### src/hw/rtl/ibbs_ram.sv
// ----------------------------------------------------------------------------
// ibbs_ram
// simple dual-port ram, one write and one registered read port
// ----------------------------------------------------------------------------
module ibbs_ram #(
  parameter int WIDTH = 8,
  parameter int DEPTH = 16
) (
  input  logic                     clk_i,
  input  logic                     we_i,
  input  logic [$clog2(DEPTH)-1:0] waddr_i,
  input  logic [WIDTH-1:0]         wdata_i,
  input  logic                     re_i,
  input  logic [$clog2(DEPTH)-1:0] raddr_i,
  output logic [WIDTH-1:0]         rdata_o
);

  logic [WIDTH-1:0] mem_q [DEPTH];

  always_ff @(posedge clk_i) begin
    if (we_i) begin
      mem_q[waddr_i] <= wdata_i;
    end
    if (re_i) begin
      rdata_o <= mem_q[raddr_i];
    end
  end

endmodule

### config.mk
export PLATFORM = sky130hd
export DESIGN_NAME = ibbs_ram
export DESIGN_NICKNAME = d
export VERILOG_FILES = /design/src/hw/rtl/ibbs_ram.sv
export SDC_FILE = /design/constraint.sdc
export NUM_CORES = 1
export LEC_CHECK = 0
export BUFFER_PORTS_ARGS = -buffer_cell sky130_fd_sc_hd__buf_2
export CORE_MARGIN = 2
export CORE_UTILIZATION = 40
export DETAILED_ROUTE_END_ITERATION = 10
export PLACE_DENSITY_LB_ADDON = 0.08
export SYNTH_ARGS = -nofsm -noshare
export SYNTH_HDL_FRONTEND = slang
export SYNTH_SLANG_ARGS = --single-unit
### constraint.sdc
create_clock -name clk_i -period 2.44 [get_ports clk_i]
set_clock_uncertainty 0.2 [all_clocks]
set_input_delay 0.122 -clock clk_i [delete_from_list [all_inputs] [get_ports clk_i]]
set_output_delay 0.122 -clock clk_i [all_outputs]
set_load 0.1 [all_outputs]
# Word-level counts from Yosys, hierarchy flattened
# Memories as Yosys holds them, arrays and structs flattened. A register that Yosys moved wholly into a read port is not among the register bits.
# Index checks and enable logic that the tools add are counted.
# totals
register_bits	0
ram_bits	128
wordCells	3
n_memories	1
# mem_list
name	depth	width	read_ports	rd_clocked_by_memory_dff	write_ports	line	source
mem_q	16	8	1	1	1	18	logic [WIDTH-1:0] mem_q [DEPTH];
# op_classes
n_mux	2
# ops
operator	count
1-bit 2-to-1 mux	2

# Depth between registers and ports, before layout
# logic_depth
word_depth	2
depth_mapped	5
ltp_nobuf	3

# Worst setup path after synthesis
# Ideal clock, no wire load.
# synth_path
path_kind	in2reg
startpoint	in waddr_i[2]
endpoint	mem mem_q[0][0] (enable)
setup_ns	0.383
arrival_time_ns	1.232
t_required_ns	1.857
slack_ns	0.625
path_stages	2
path_buffers	0
cell_sequence	or3b_2 > nor3_1
# synth_lines
item	line	source
start, declared	11	input logic [$clog2(DEPTH)-1:0] waddr_i,
end, declared	18	
# Straight into the memory's write port.

==> impl_summary.md <==
Power and ir drop
Summed over all cells, the static leakage comes to 2.119 nW. The total power per unit cell area is 819.9 nW/µm². The internal portion of the total power is 4.012 mW.

The share of total power dissipated in combinational logic is 6.6%. The fraction of power consumed by sequential logic is 51.6%. The switching share of total power is 21.83%. The overall power of the completed layout is 5.132 mW. The part of the total power dissipated in the clock network is 41.8%. The maximum VDD drop is 340.1 µV. In this run the power spent charging and discharging nets is 1.120 mW.

Yosys
The number of distinct library cells after synthesis is 18. The area fraction in compound gates after synthesis is 2.298%. The total nets after synthesis is 248.

The post-synthesis average cell area is 22.83 µm². The post-synthesis share of cell area spent on and, or, nand and nor gates is 3.135%. The area of the mapped netlist is 5228 µm². The register area share after synthesis is 78.12%.

The gate count after technology mapping is 229. The xor and xnor fraction of the mapped netlist area is 0%. The combinational family with the most area after synthesis is multiplexers. Synthesis inferred 136 register bits.

For this run, the number of Yosys warnings is 0. Of the post-synthesis cell area, the part taken by muxes is 14.79%. The synthesized netlist devotes 0% of its cell area to adder and majority cells.

STA
The max-slew violation count is 0. The number of hold violations in the final report is 0. The fraction of the cycle the final worst path needs is 71.06%.

The final critical path time including I/O delays and setup is 1734 ps. Setup total negative slack on the finished layout was measured at 0 ps. Setup violations remaining at the end of the flow were counted as 0. Setup repair after global routing left no endpoint under its margin. For the pin with the worst max-slew slack, the measured transition is 632.8 ps. The worst slew margin relative to its limit is 57.66%. Based on the critical path, the design can be clocked at up to 576.8 MHz.

Clock tree
The total number of clock tree sinks is 136. After clock tree synthesis, the setup repair step added 0 buffers. The clock-pin slew of the registers on the worst-case setup and hold paths is 50 ps. The clock tree synthesis step divided the H-tree into 4 levels.

The clock tree from TritonCTS is built. The number of gates resized after CTS was 0. Clock latency on the worst-skew pair, taken at its later pin, is 420 ps.

The number of buffers created by CTS is 17. The clock tree root driver cell is sky130_fd_sc_hd__clkbuf_16. The number of buffers on the longest clock path is 2.

Route
The count of unresolved DRC violations after routing is 0. The total via count after detailed routing is 2504. After detailed routing, the number of vias per cell comes to 5.217. Dividing the detail-routed wire length by the instance count gives 21.95 µm.

The number of DRC markers in iteration 0 is 147. The routed design has 10540 µm of wire. The number of detailed-route iterations in the first pass is 4.

The count of nets left with antenna violations once routing finished came out at 0.

Setup path
The worst register-to-register path begins at mem_q[1][1]$_DFFE_PP_. The biggest cell delay along the critical path is 510 ps. The largest delay contributor family on the critical path is multiplexers. The highest fanout seen on the critical path is 1.

The nature of the critical path endpoint is a register. The slowest cell on the critical path is sky130_fd_sc_hd__mux4_1. The endpoint identified for the worst register-to-register timing path is rdata_o[1]$_DFFE_PP_.

Counting both buffers and inverters, the worst setup path holds a total of 0. STA puts the critical path data required time at 2400 ps. The data arrival time at the worst-slack endpoint is 1690 ps.

The critical path goes through mux4_1 -> a22oi_1 -> nand2_1. The number of cells traversed by the worst register-to-register path is 3. The startpoint-to-endpoint class of the critical path is reg -> reg. STA classifies the critical path startpoint as a register. For flop-to-flop paths, the worst setup slack is 710 ps.

Die
The number of placed I/O pins is 27. The die is 118.3 µm wide. The floorplan die height is 118.3 µm.

The die footprint is 14000 µm². After floorplanning, the core was sized to cover 12670 µm². The starting density of the core is 41.26%.

The floorplan has 41 rows.

Global routing
Global routing finished with a remaining overflow of 0. The via count of the first global-routing pass is 2625. The first global-routing pass estimated 15970 µm of wire. The number of antenna violations at the first check in global routing is 1. The total track usage is 16.38%.

The maximum number of pins on one net before global-route repair is 19.

Min path
The worst hold path belongs to the class in -> reg. The startpoint identified for the worst hold timing path is waddr_i[0]. The number of cells on the worst hold path is 3.

The hold path endpoint is mem_q[12][5]$_DFFE_PP_.

Cells and area
In the final layout, flip-flops and latches occupy 4084 µm². The layout net count is 313. Cells with a size suffix above 1 make up 30.29% of the layout. The combined area of the multi-input logic cells is 1057 µm². The library cell used most frequently in the layout, excluding fill and tap cells, is sky130_fd_sc_hd__edfxtp_1. In the layout the commonest cells are sky130_fd_sc_hd__edfxtp_1, sky130_fd_sc_hd__buf_2, sky130_fd_sc_hd__buf_4. The synthesis-to-finish area growth is 19.72%.

After filler insertion, the fill cell instance count of the layout stands at 1061.

Flow run
The tool flagged a number of max-cap violations equal to 0.

Place
The count of buffers added on input and output ports is 26. The placer's final routability congestion estimate is 0.7311. The half-perimeter wire length of the detailed placement result is 6849 µm.

Status
The run finished with clean final reports.
[layout make-up]
cell class | count | share of cell area [%]
antenna | 1 | 0.03998
clock buffer | 19 | 6.917
clock inverter | 13 | 1.020
multi-input combinational | 83 | 16.89
sequential | 136 | 65.25
tap | 172 | 3.439
timing repair buffer | 56 | 6.437
[sequential cells by signal, indices dropped and copies added (netlist names)]
signal / flops
mem_q: 128
rdata_o: 8
[per-layer routing]
layer / vias to the layer above / GRT usage [%] / share of wire, %
li1: 1117 / - / -
met1: 1284 / 22.17 / 44
met2: 82 / 24.49 / 47
met3: 21 / 4.392 / 6.7
met4: 0 / 8.283 / 2.4
met5: - / 0 / 0
[power by group through the flow]
stage,logic (mW),registers (mW),clock network [mW]
2_1_floorplan,0.133,2.77,0
3_5_place_dp,0.334,2.69,0
4_1_cts,0.345,2.65,2.19
6_report,0.338,2.65,2.15
3_3_place_gp,0.331,2.69,0
5_1_grt,0.363,2.65,2.28
[worst max path at each step]
stage                               start                    end  depth (start not counted)  slack [ps]
floorplan                      waddr_i[2]  mem_q[0][0]$_DFFE_PP_                          2         630
global placement               raddr_i[0]   rdata_o[1]$_DFFE_PP_                          5         360
detailed placement             raddr_i[0]   rdata_o[1]$_DFFE_PP_                          5         390
CTS                 mem_q[1][1]$_DFFE_PP_   rdata_o[1]$_DFFE_PP_                          3         700
global route        mem_q[1][2]$_DFFE_PP_   rdata_o[2]$_DFFE_PP_                          3         640
finish              mem_q[1][1]$_DFFE_PP_   rdata_o[1]$_DFFE_PP_                          3         710
[cell usage after synthesis, drive strengths merged]
cell	number	area share [%]
a22oi	16	2.3
and2b	1	0.14
and2	1	0.12
nand2b	2	0.24
nand3b	2	0.29
nor2b	1	0.12
nand2	9	0.65
mux4	32	15
edfxtp	136	78
or3b	1	0.17
clkdlybuf4s25	3	0.57
nor3	4	0.38
nor2	13	0.93
nand3	1	0.096
buf	7	1.1
[stage by stage]
step                      hold slack [ps]  utilization (%)  setup slack, ps  cells  cell area (µm²)
after detailed placement            307.6            44.74            392.1    438             5669
after floorplan                     20.87                -            625.1    229             5228
final                               77.67            49.39            706.2    480             6259
after global placement              306.2            44.74            362.2    438             5669
after global routing                93.11            49.39            641.1    480             6259
after CTS                           64.01            49.37            695.5    479             6256
[cells by family after synthesis]
kind of cell,Yosys count
buffers and inverters,10
AND/OR/NAND/NOR,35
AO/OA/AOI/OAI,16
multiplexers,32
flip-flops,136
[timing repair]
item	4_1_cts	5_1_grt
endpoints found under the setup margin	0	0
hold buffers	9	0
endpoints found under the hold margin	136	0
[worst min-delay path, stage by stage]
cell and delay [ps]:
sky130_fd_sc_hd__buf_2 140, sky130_fd_sc_hd__nor3_1 70, sky130_fd_sc_hd__buf_4 180
No activity file was read; power rests on OpenSTA's default activity.
