File: src/hw/rtl/ibbs_div.sv
// ----------------------------------------------------------------------------
// ibbs_div
// restoring divider, one quotient bit per cycle
// ----------------------------------------------------------------------------
module ibbs_div #(
  parameter int N = 13,
  parameter int M = 5
) (
  input  logic         clk_i,
  input  logic         rst_ni,
  input  logic         start_i,
  input  logic [N-1:0] dividend_i,
  input  logic [M-1:0] divisor_i,
  output logic         busy_o,
  output logic [N-1:0] quot_o,
  output logic [M-1:0] rem_o
);

  localparam int CNT_W = $clog2(N + 1);

  logic [CNT_W-1:0] cnt_q;
  logic             busy_q;
  logic [N-1:0]     quo_q;
  logic [M-1:0]     rem_q;
  logic [M-1:0]     dvs_q;
  logic [M:0]       trial;
  logic             take;

  assign trial = {rem_q, quo_q[N-1]};
  assign take  = trial >= {1'b0, dvs_q};

  always_ff @(posedge clk_i or negedge rst_ni) begin
    if (!rst_ni) begin
      busy_q <= 1'b0;
      cnt_q  <= '0;
    end else if (start_i) begin
      busy_q <= 1'b1;
      cnt_q  <= CNT_W'(N);
    end else if (busy_q) begin
      cnt_q <= cnt_q - CNT_W'(1);
      if (cnt_q == CNT_W'(1)) begin
        busy_q <= 1'b0;
      end
    end
  end

  always_ff @(posedge clk_i) begin
    if (start_i) begin
      quo_q <= dividend_i;
      rem_q <= '0;
      dvs_q <= divisor_i;
    end else if (busy_q) begin
      quo_q <= {quo_q[N-2:0], take};
      rem_q <= take ? M'(trial - {1'b0, dvs_q}) : M'(trial);
    end
  end

  assign busy_o = busy_q;
  assign quot_o = quo_q;
  assign rem_o  = rem_q;

endmodule

File: config.mk
export PLATFORM = sky130hd
export DESIGN_NAME = ibbs_div
export DESIGN_NICKNAME = d
export VERILOG_FILES = /design/src/hw/rtl/ibbs_div.sv
export SDC_FILE = /design/constraint.sdc
export NUM_CORES = 1
export LEC_CHECK = 0
export BUFFER_PORTS_ARGS = -buffer_cell sky130_fd_sc_hd__buf_2
export CELL_PAD_IN_SITES_DETAIL_PLACEMENT = 0
export CELL_PAD_IN_SITES_GLOBAL_PLACEMENT = 1
export CORE_MARGIN = 2
export CORE_UTILIZATION = 25
export DETAILED_ROUTE_END_ITERATION = 7
export HOLD_SLACK_MARGIN = 0.02
export MAX_ROUTING_LAYER = met4
export PLACE_DENSITY = 0.65
export SLEW_MARGIN = 20
export SYNTH_ARGS = -nofsm -noshare
export SYNTH_HDL_FRONTEND = slang
export SYNTH_SLANG_ARGS = --single-unit
File: constraint.sdc
create_clock -name clk_i -period 2.1 [get_ports clk_i]
set_input_delay 0.105 -clock clk_i [delete_from_list [all_inputs] [get_ports clk_i]]
set_output_delay 0.105 -clock clk_i [all_outputs]
set_load 0.005 [all_outputs]
---- Yosys cells after proc, flatten, opt, wreduce, memory -nomap -nowiden ----
Cells that the tools add are included.
operators by class
  order comparisons ....................... 1
  muxes and demuxes ....................... 8
  reductions and logical operators ........ 1
  eq/ne operators ......................... 1
  $add $sub $neg .......................... 2
operators by type and width
  operator             number
  $mux 13              2
  $mux 4               2
  $ge 6x5->1           1
  $mux 5               1
  $sub 5x5->5          1
  $eq 4x1->1 const B   1
  $sub 4x1->4 const B  1
  $mux 1               3
  $reduce_bool 2->1    1
storage, ports and cells
  bits of input ports ..................... 21
  output and inout port bits .............. 19
  bits in registers ....................... 28
  word-level logic and storage cells ...... 18

---- Logic depth before layout (Yosys ltp) ----
  word-level depth ........................ 4
  gate-level depth with buffers ........... 8
  mapped depth without buffers ............ 8

---- Least setup slack after synthesis ----
OpenSTA, ideal clock, no wires.
  path kind ............................... reg-to-reg
  start ................................... register quo_q[12] (netlist: quot_o[12])
  end ..................................... register rem_q[4] (netlist: rem_o[4])
  cell stages (with the launch flop) ...... 9
  period minus slack after synthesis ...... 2.105 ns
  arrival ................................. 1.988 ns
  required time ........................... 1.983 ns
  path slack .............................. -0.005 ns
  path buffers ............................ 0
  setup time .............................. 0.117 ns
  cells stage by stage .................... edfxtp_1 > inv_1 > ha_1 > inv_1 > fa_1 > a21o_1 > o211a_1 > or3_1 > a32o_1
on the way
  word-level cells in the longest chain between the ends .. 2
  elaborated cells on any way between the ends .. 3
  classes of those cells .................. 1 x add/sub; 1 x order compare; 1 x mux
ends and longest elaborated chain
  what                                       RTL line  source
  start, declared                            23        logic [N-1:0] quo_q;
  start signal, assigned                     49        quo_q <= dividend_i;
  start signal, assigned                     53        quo_q <= {quo_q[N-2:0], take};
  $sub 5x5->5 or $ge 6x5->1 (tied branches)  54, 30
  $mux 5 (*)                                 54        rem_q <= take ? M'(trial - {1'b0, dvs_q}) : M'(trial);
  end signal, assigned                       54
  end, declared                              24        logic [M-1:0] rem_q;
Every way passes the cells marked *; elsewhere a longest branch is shown, timed or not.
A chain may end at the register's enable or synchronous reset.

---- Final worst setup path ----
  start ................................... register quo_q[12] (netlist: quot_o[12])
  end ..................................... register quo_q[0] (netlist: quot_o[0]), data pin
on the way
  word-level cells in the longest chain between the ends .. 3
ends and longest elaborated chain
  what        RTL line  source
  $ge 6x5->1  30        assign take = trial >= {1'b0, dvs_q};
  $mux 13     52        end else if (busy_q) begin
  $mux 13     48        if (start_i) begin
No other way between the ends. The select of a mux whose other input is x is not followed.

==> reports/metrics.yaml <==
outcome:
  status: "finished with violations"
  violations: "setup timing"
critical_path:
  reg2reg_depth: 8
  path_class: "register to register"
  critPathMaxFanout: 3
  cp.buffers_inverters: 2
  crit-reg2reg-capture: "quot_o[0]$_DFFE_PP_"
  endpoint_kind: "register"
  crit_top_cell: "inv_2"
  cp.arrival_ps: 2170
  crit_path_top_delay_cell: "edfxtp_1"
  cpLargestDelayFamily: "adder cells"
  slowest_delay_ps: 430
  worstPathRequired_ps: 2140
  startpoint_type: "register"
  crit_chain: "inv_2 > ha_4 > inv_2 > fa_2 > a21o_1 > o211ai_1 > nand2_1 > mux2_4"
  reg2reg_slack_ps: -30
  reg2reg_from: "quot_o[12]$_DFFE_PP_"
pwr:
  ir_drop_mv: 0.308
  seqPwrFrac: 0.443
  p_sw_uw: 531
  pwr-share-comb: 0.363
  swShare: 0.307
  power_density_nw_per_um2: 915
  p_leak_nw: 0.833
  p_int_mw: 1.20
  pwr-share-clk: 0.194
drt:
  drt-pass1-iter-count: 4
  drc: 0
  vias_per_cell: 4.39
  drt_wl_total_mm: 3.03
  wl_per_cell_um: 12.8
  drtIter0Drc: 34
  vias: 1037
  drtAntennaViolNets: 0
flow_run:
  maxCapViolations: 0
yosys:
  syn-num-nets: 141
  synth-async-reset-ratio: 0.179
  synth_ff_type: "edfxtp_1"
  synth_cells: 112
  yosys_register_bits: 28
  ys_seq_area_frac: 0.546
  syn_avg_cell_area_sq_um: 12.5
  netlist_area_sq_um: 1400
  ys_warn_count: 0
  synth_cell_types: 37
  synth_edf_count: 18
floorplan:
  die_area_sq_um: 6220
  rows: 27
  start_util: 0.256
  ios: 40
  coreArea_sq_um: 5470
  dieHeight_um: 78.9
  die_w_um: 78.9
hold_path:
  min-delay-start: "dividend_i[7]"
  min_to: "quot_o[7]$_DFFE_PP_"
  whs_path_depth: 2
  hold_class: "primary input to register"
timing:
  setup_violations: 2
  worstMarginPinSlew_ps: 555
  final_max_slew_viol_count: 0
  worst_clock_skew_ps: 4.82
  finalCritPeriodShare: 1.01
  hold_violations: 0
  finalCriticalPeriod_ps: 2130
  max_freq_mhz: 470
  finalSetupTns_ps: -45.0
  layout_setup_ws_ps: -29.6
  rsz0062_at_grt: "true"
  slew_headroom: 0.630
clock_tree:
  cts.sinks: 28
  clk-insertion-delay-late_ps: 280
  cts_buffer_depth: 2
  clock-root-buffer: "clkbuf_8"
  cts-htree-levels: 1
  path_clk_slew_ps: 100
  cts_tree: "done"
  numCtsBuffers: 3
final_layout:
  final_cell_mix: "buf_2, edfxtp_1, mux2_2"
  layout_commonest_cell: "buf_2"
  diodes: 0
  final_layout_size_suffix_gt1_frac: 0.463
  fin_nets: 194
  syn2layout_area_growth_pct: 34.9
global_routing:
  antenna_found_initial: 0
  grt_pass1_vias: 1017
  grt_overflow: 0
  grt_pass1_wl_mm: 4.59
  grt_max_degree: 20
  track_usage: 0.0987
placement:
  port_buffers: 39
  hpwlAfterDp_mm: 2.18
  gp_congestion: 0.694
  preCtsSetupSlack_ps: 9.61
[cell type report]
class	instances	area, sq um
multi-input combinational	70	627
inverter	9	33.8
tap	72	90.1
sequential	28	766
clock buffer	4	55.1
timing repair buffer	53	319
fill	567	3580
[worst register-to-register path: stages (launching register included)]
cell and delay [ps]:
edfxtp_1 430, inv_2 90, ha_4 130, inv_2 40, fa_2 350, a21o_1 210
o211ai_1 240, nand2_1 130, mux2_4 280
[logic make-up after synthesis]
| group | after synthesis | share of synthesized area |
|---|---|---|
| xor gates and xnor gates | 4 | 0.0250 |
| and+or+nand+nor | 27 | 0.107 |
| muxes | 15 | 0.120 |
| AOI/OAI and AO/OA | 16 | 0.0875 |
| adders and majority gates | 8 | 0.0768 |
| buffers and inverters | 14 | 0.0375 |
| DFF | 28 | 0.546 |
[metrics by stage]
stage | std cells | total power, mW | hold slack, ps | area [sq um] | util
3_5_place_dp | 224 | 1.33 | -73.7 | 1720 | 0.313
5_1_grt | 236 | 1.86 | 114 | 1890 | 0.345
4_1_cts | 235 | 1.69 | 117 | 1840 | 0.336
6_report | 236 | 1.73 | 125 | 1890 | 0.345
2_1_floorplan | 112 | 1.11 | -191 | 1400 | -
3_3_place_gp | 224 | 1.33 | -77.6 | 1720 | 0.313
[how the worst max path moves through the flow]
| stage | startpoint | endpoint | slack, ps | depth (start not counted) |
|---|---|---|---|---|
| finish | quot_o[12]$_DFFE_PP_ | quot_o[0]$_DFFE_PP_ | -30 | 8 |
| global route | quot_o[12]$_DFFE_PP_ | quot_o[0]$_DFFE_PP_ | -100 | 8 |
| global placement | quot_o[12]$_DFFE_PP_ | rem_o[4]$_SDFFE_PP0P_ | 40 | 8 |
| CTS | quot_o[12]$_DFFE_PP_ | rem_o[3]$_SDFFE_PP0P_ | 0.6 | 9 |
| floorplan | quot_o[12]$_DFFE_PP_ | rem_o[4]$_SDFFE_PP0P_ | 50 | 8 |
| detailed placement | quot_o[12]$_DFFE_PP_ | rem_o[3]$_SDFFE_PP0P_ | 10 | 9 |
[what timing repair did]
item                       4_1_cts  5_1_grt
pin swaps                        0        9
setup endpoints to repair        2        6
hold buffers                     6        0
buffers inserted                 1        1
gates resized for setup          0       11
hold endpoints to repair        10        0
[metal layers]
layer / share of wire / track usage
met1: 0.45 / 0.119
met2: 0.49 / 0.159
met3: 0.043 / 0.0216
met4: 0.018 / 0.0466
met5: 0 / -
[synthesized netlist by cell type, drive strengths merged (2+ instances only)]
cell type / number / area, sq um
a21oi: 3 / 15.0
nand2b: 2 / 12.5
edfxtp: 18 / 541
nand2: 7 / 26.3
xnor2: 2 / 17.5
a21o: 2 / 15.0
xor2: 2 / 17.5
inv: 9 / 33.8
dfxtp: 5 / 100
and3: 2 / 17.5
dfrtp: 5 / 125
nor2: 6 / 22.5
o21bai: 2 / 15.0
mux2: 14 / 158
a311oi: 2 / 17.5
clkbuf: 5 / 18.8
ha: 7 / 87.6
[flip-flops by register name (all words and copies together), names as in the netlist]
signal,count
quot_o,13
busy_o,1
rem_o,5
cnt_q,4
dvs_q,5
[power groups by stage]
stage	Sequential (mW)	Combinational, mW	Clock [mW]
6_report	0.766	0.628	0.336
5_1_grt	0.784	0.694	0.379
4_1_cts	0.767	0.568	0.355
3_5_place_dp	0.778	0.556	0
3_3_place_gp	0.774	0.552	0
2_1_floorplan	0.769	0.340	0
No activity file was read; power rests on OpenSTA's default activity.
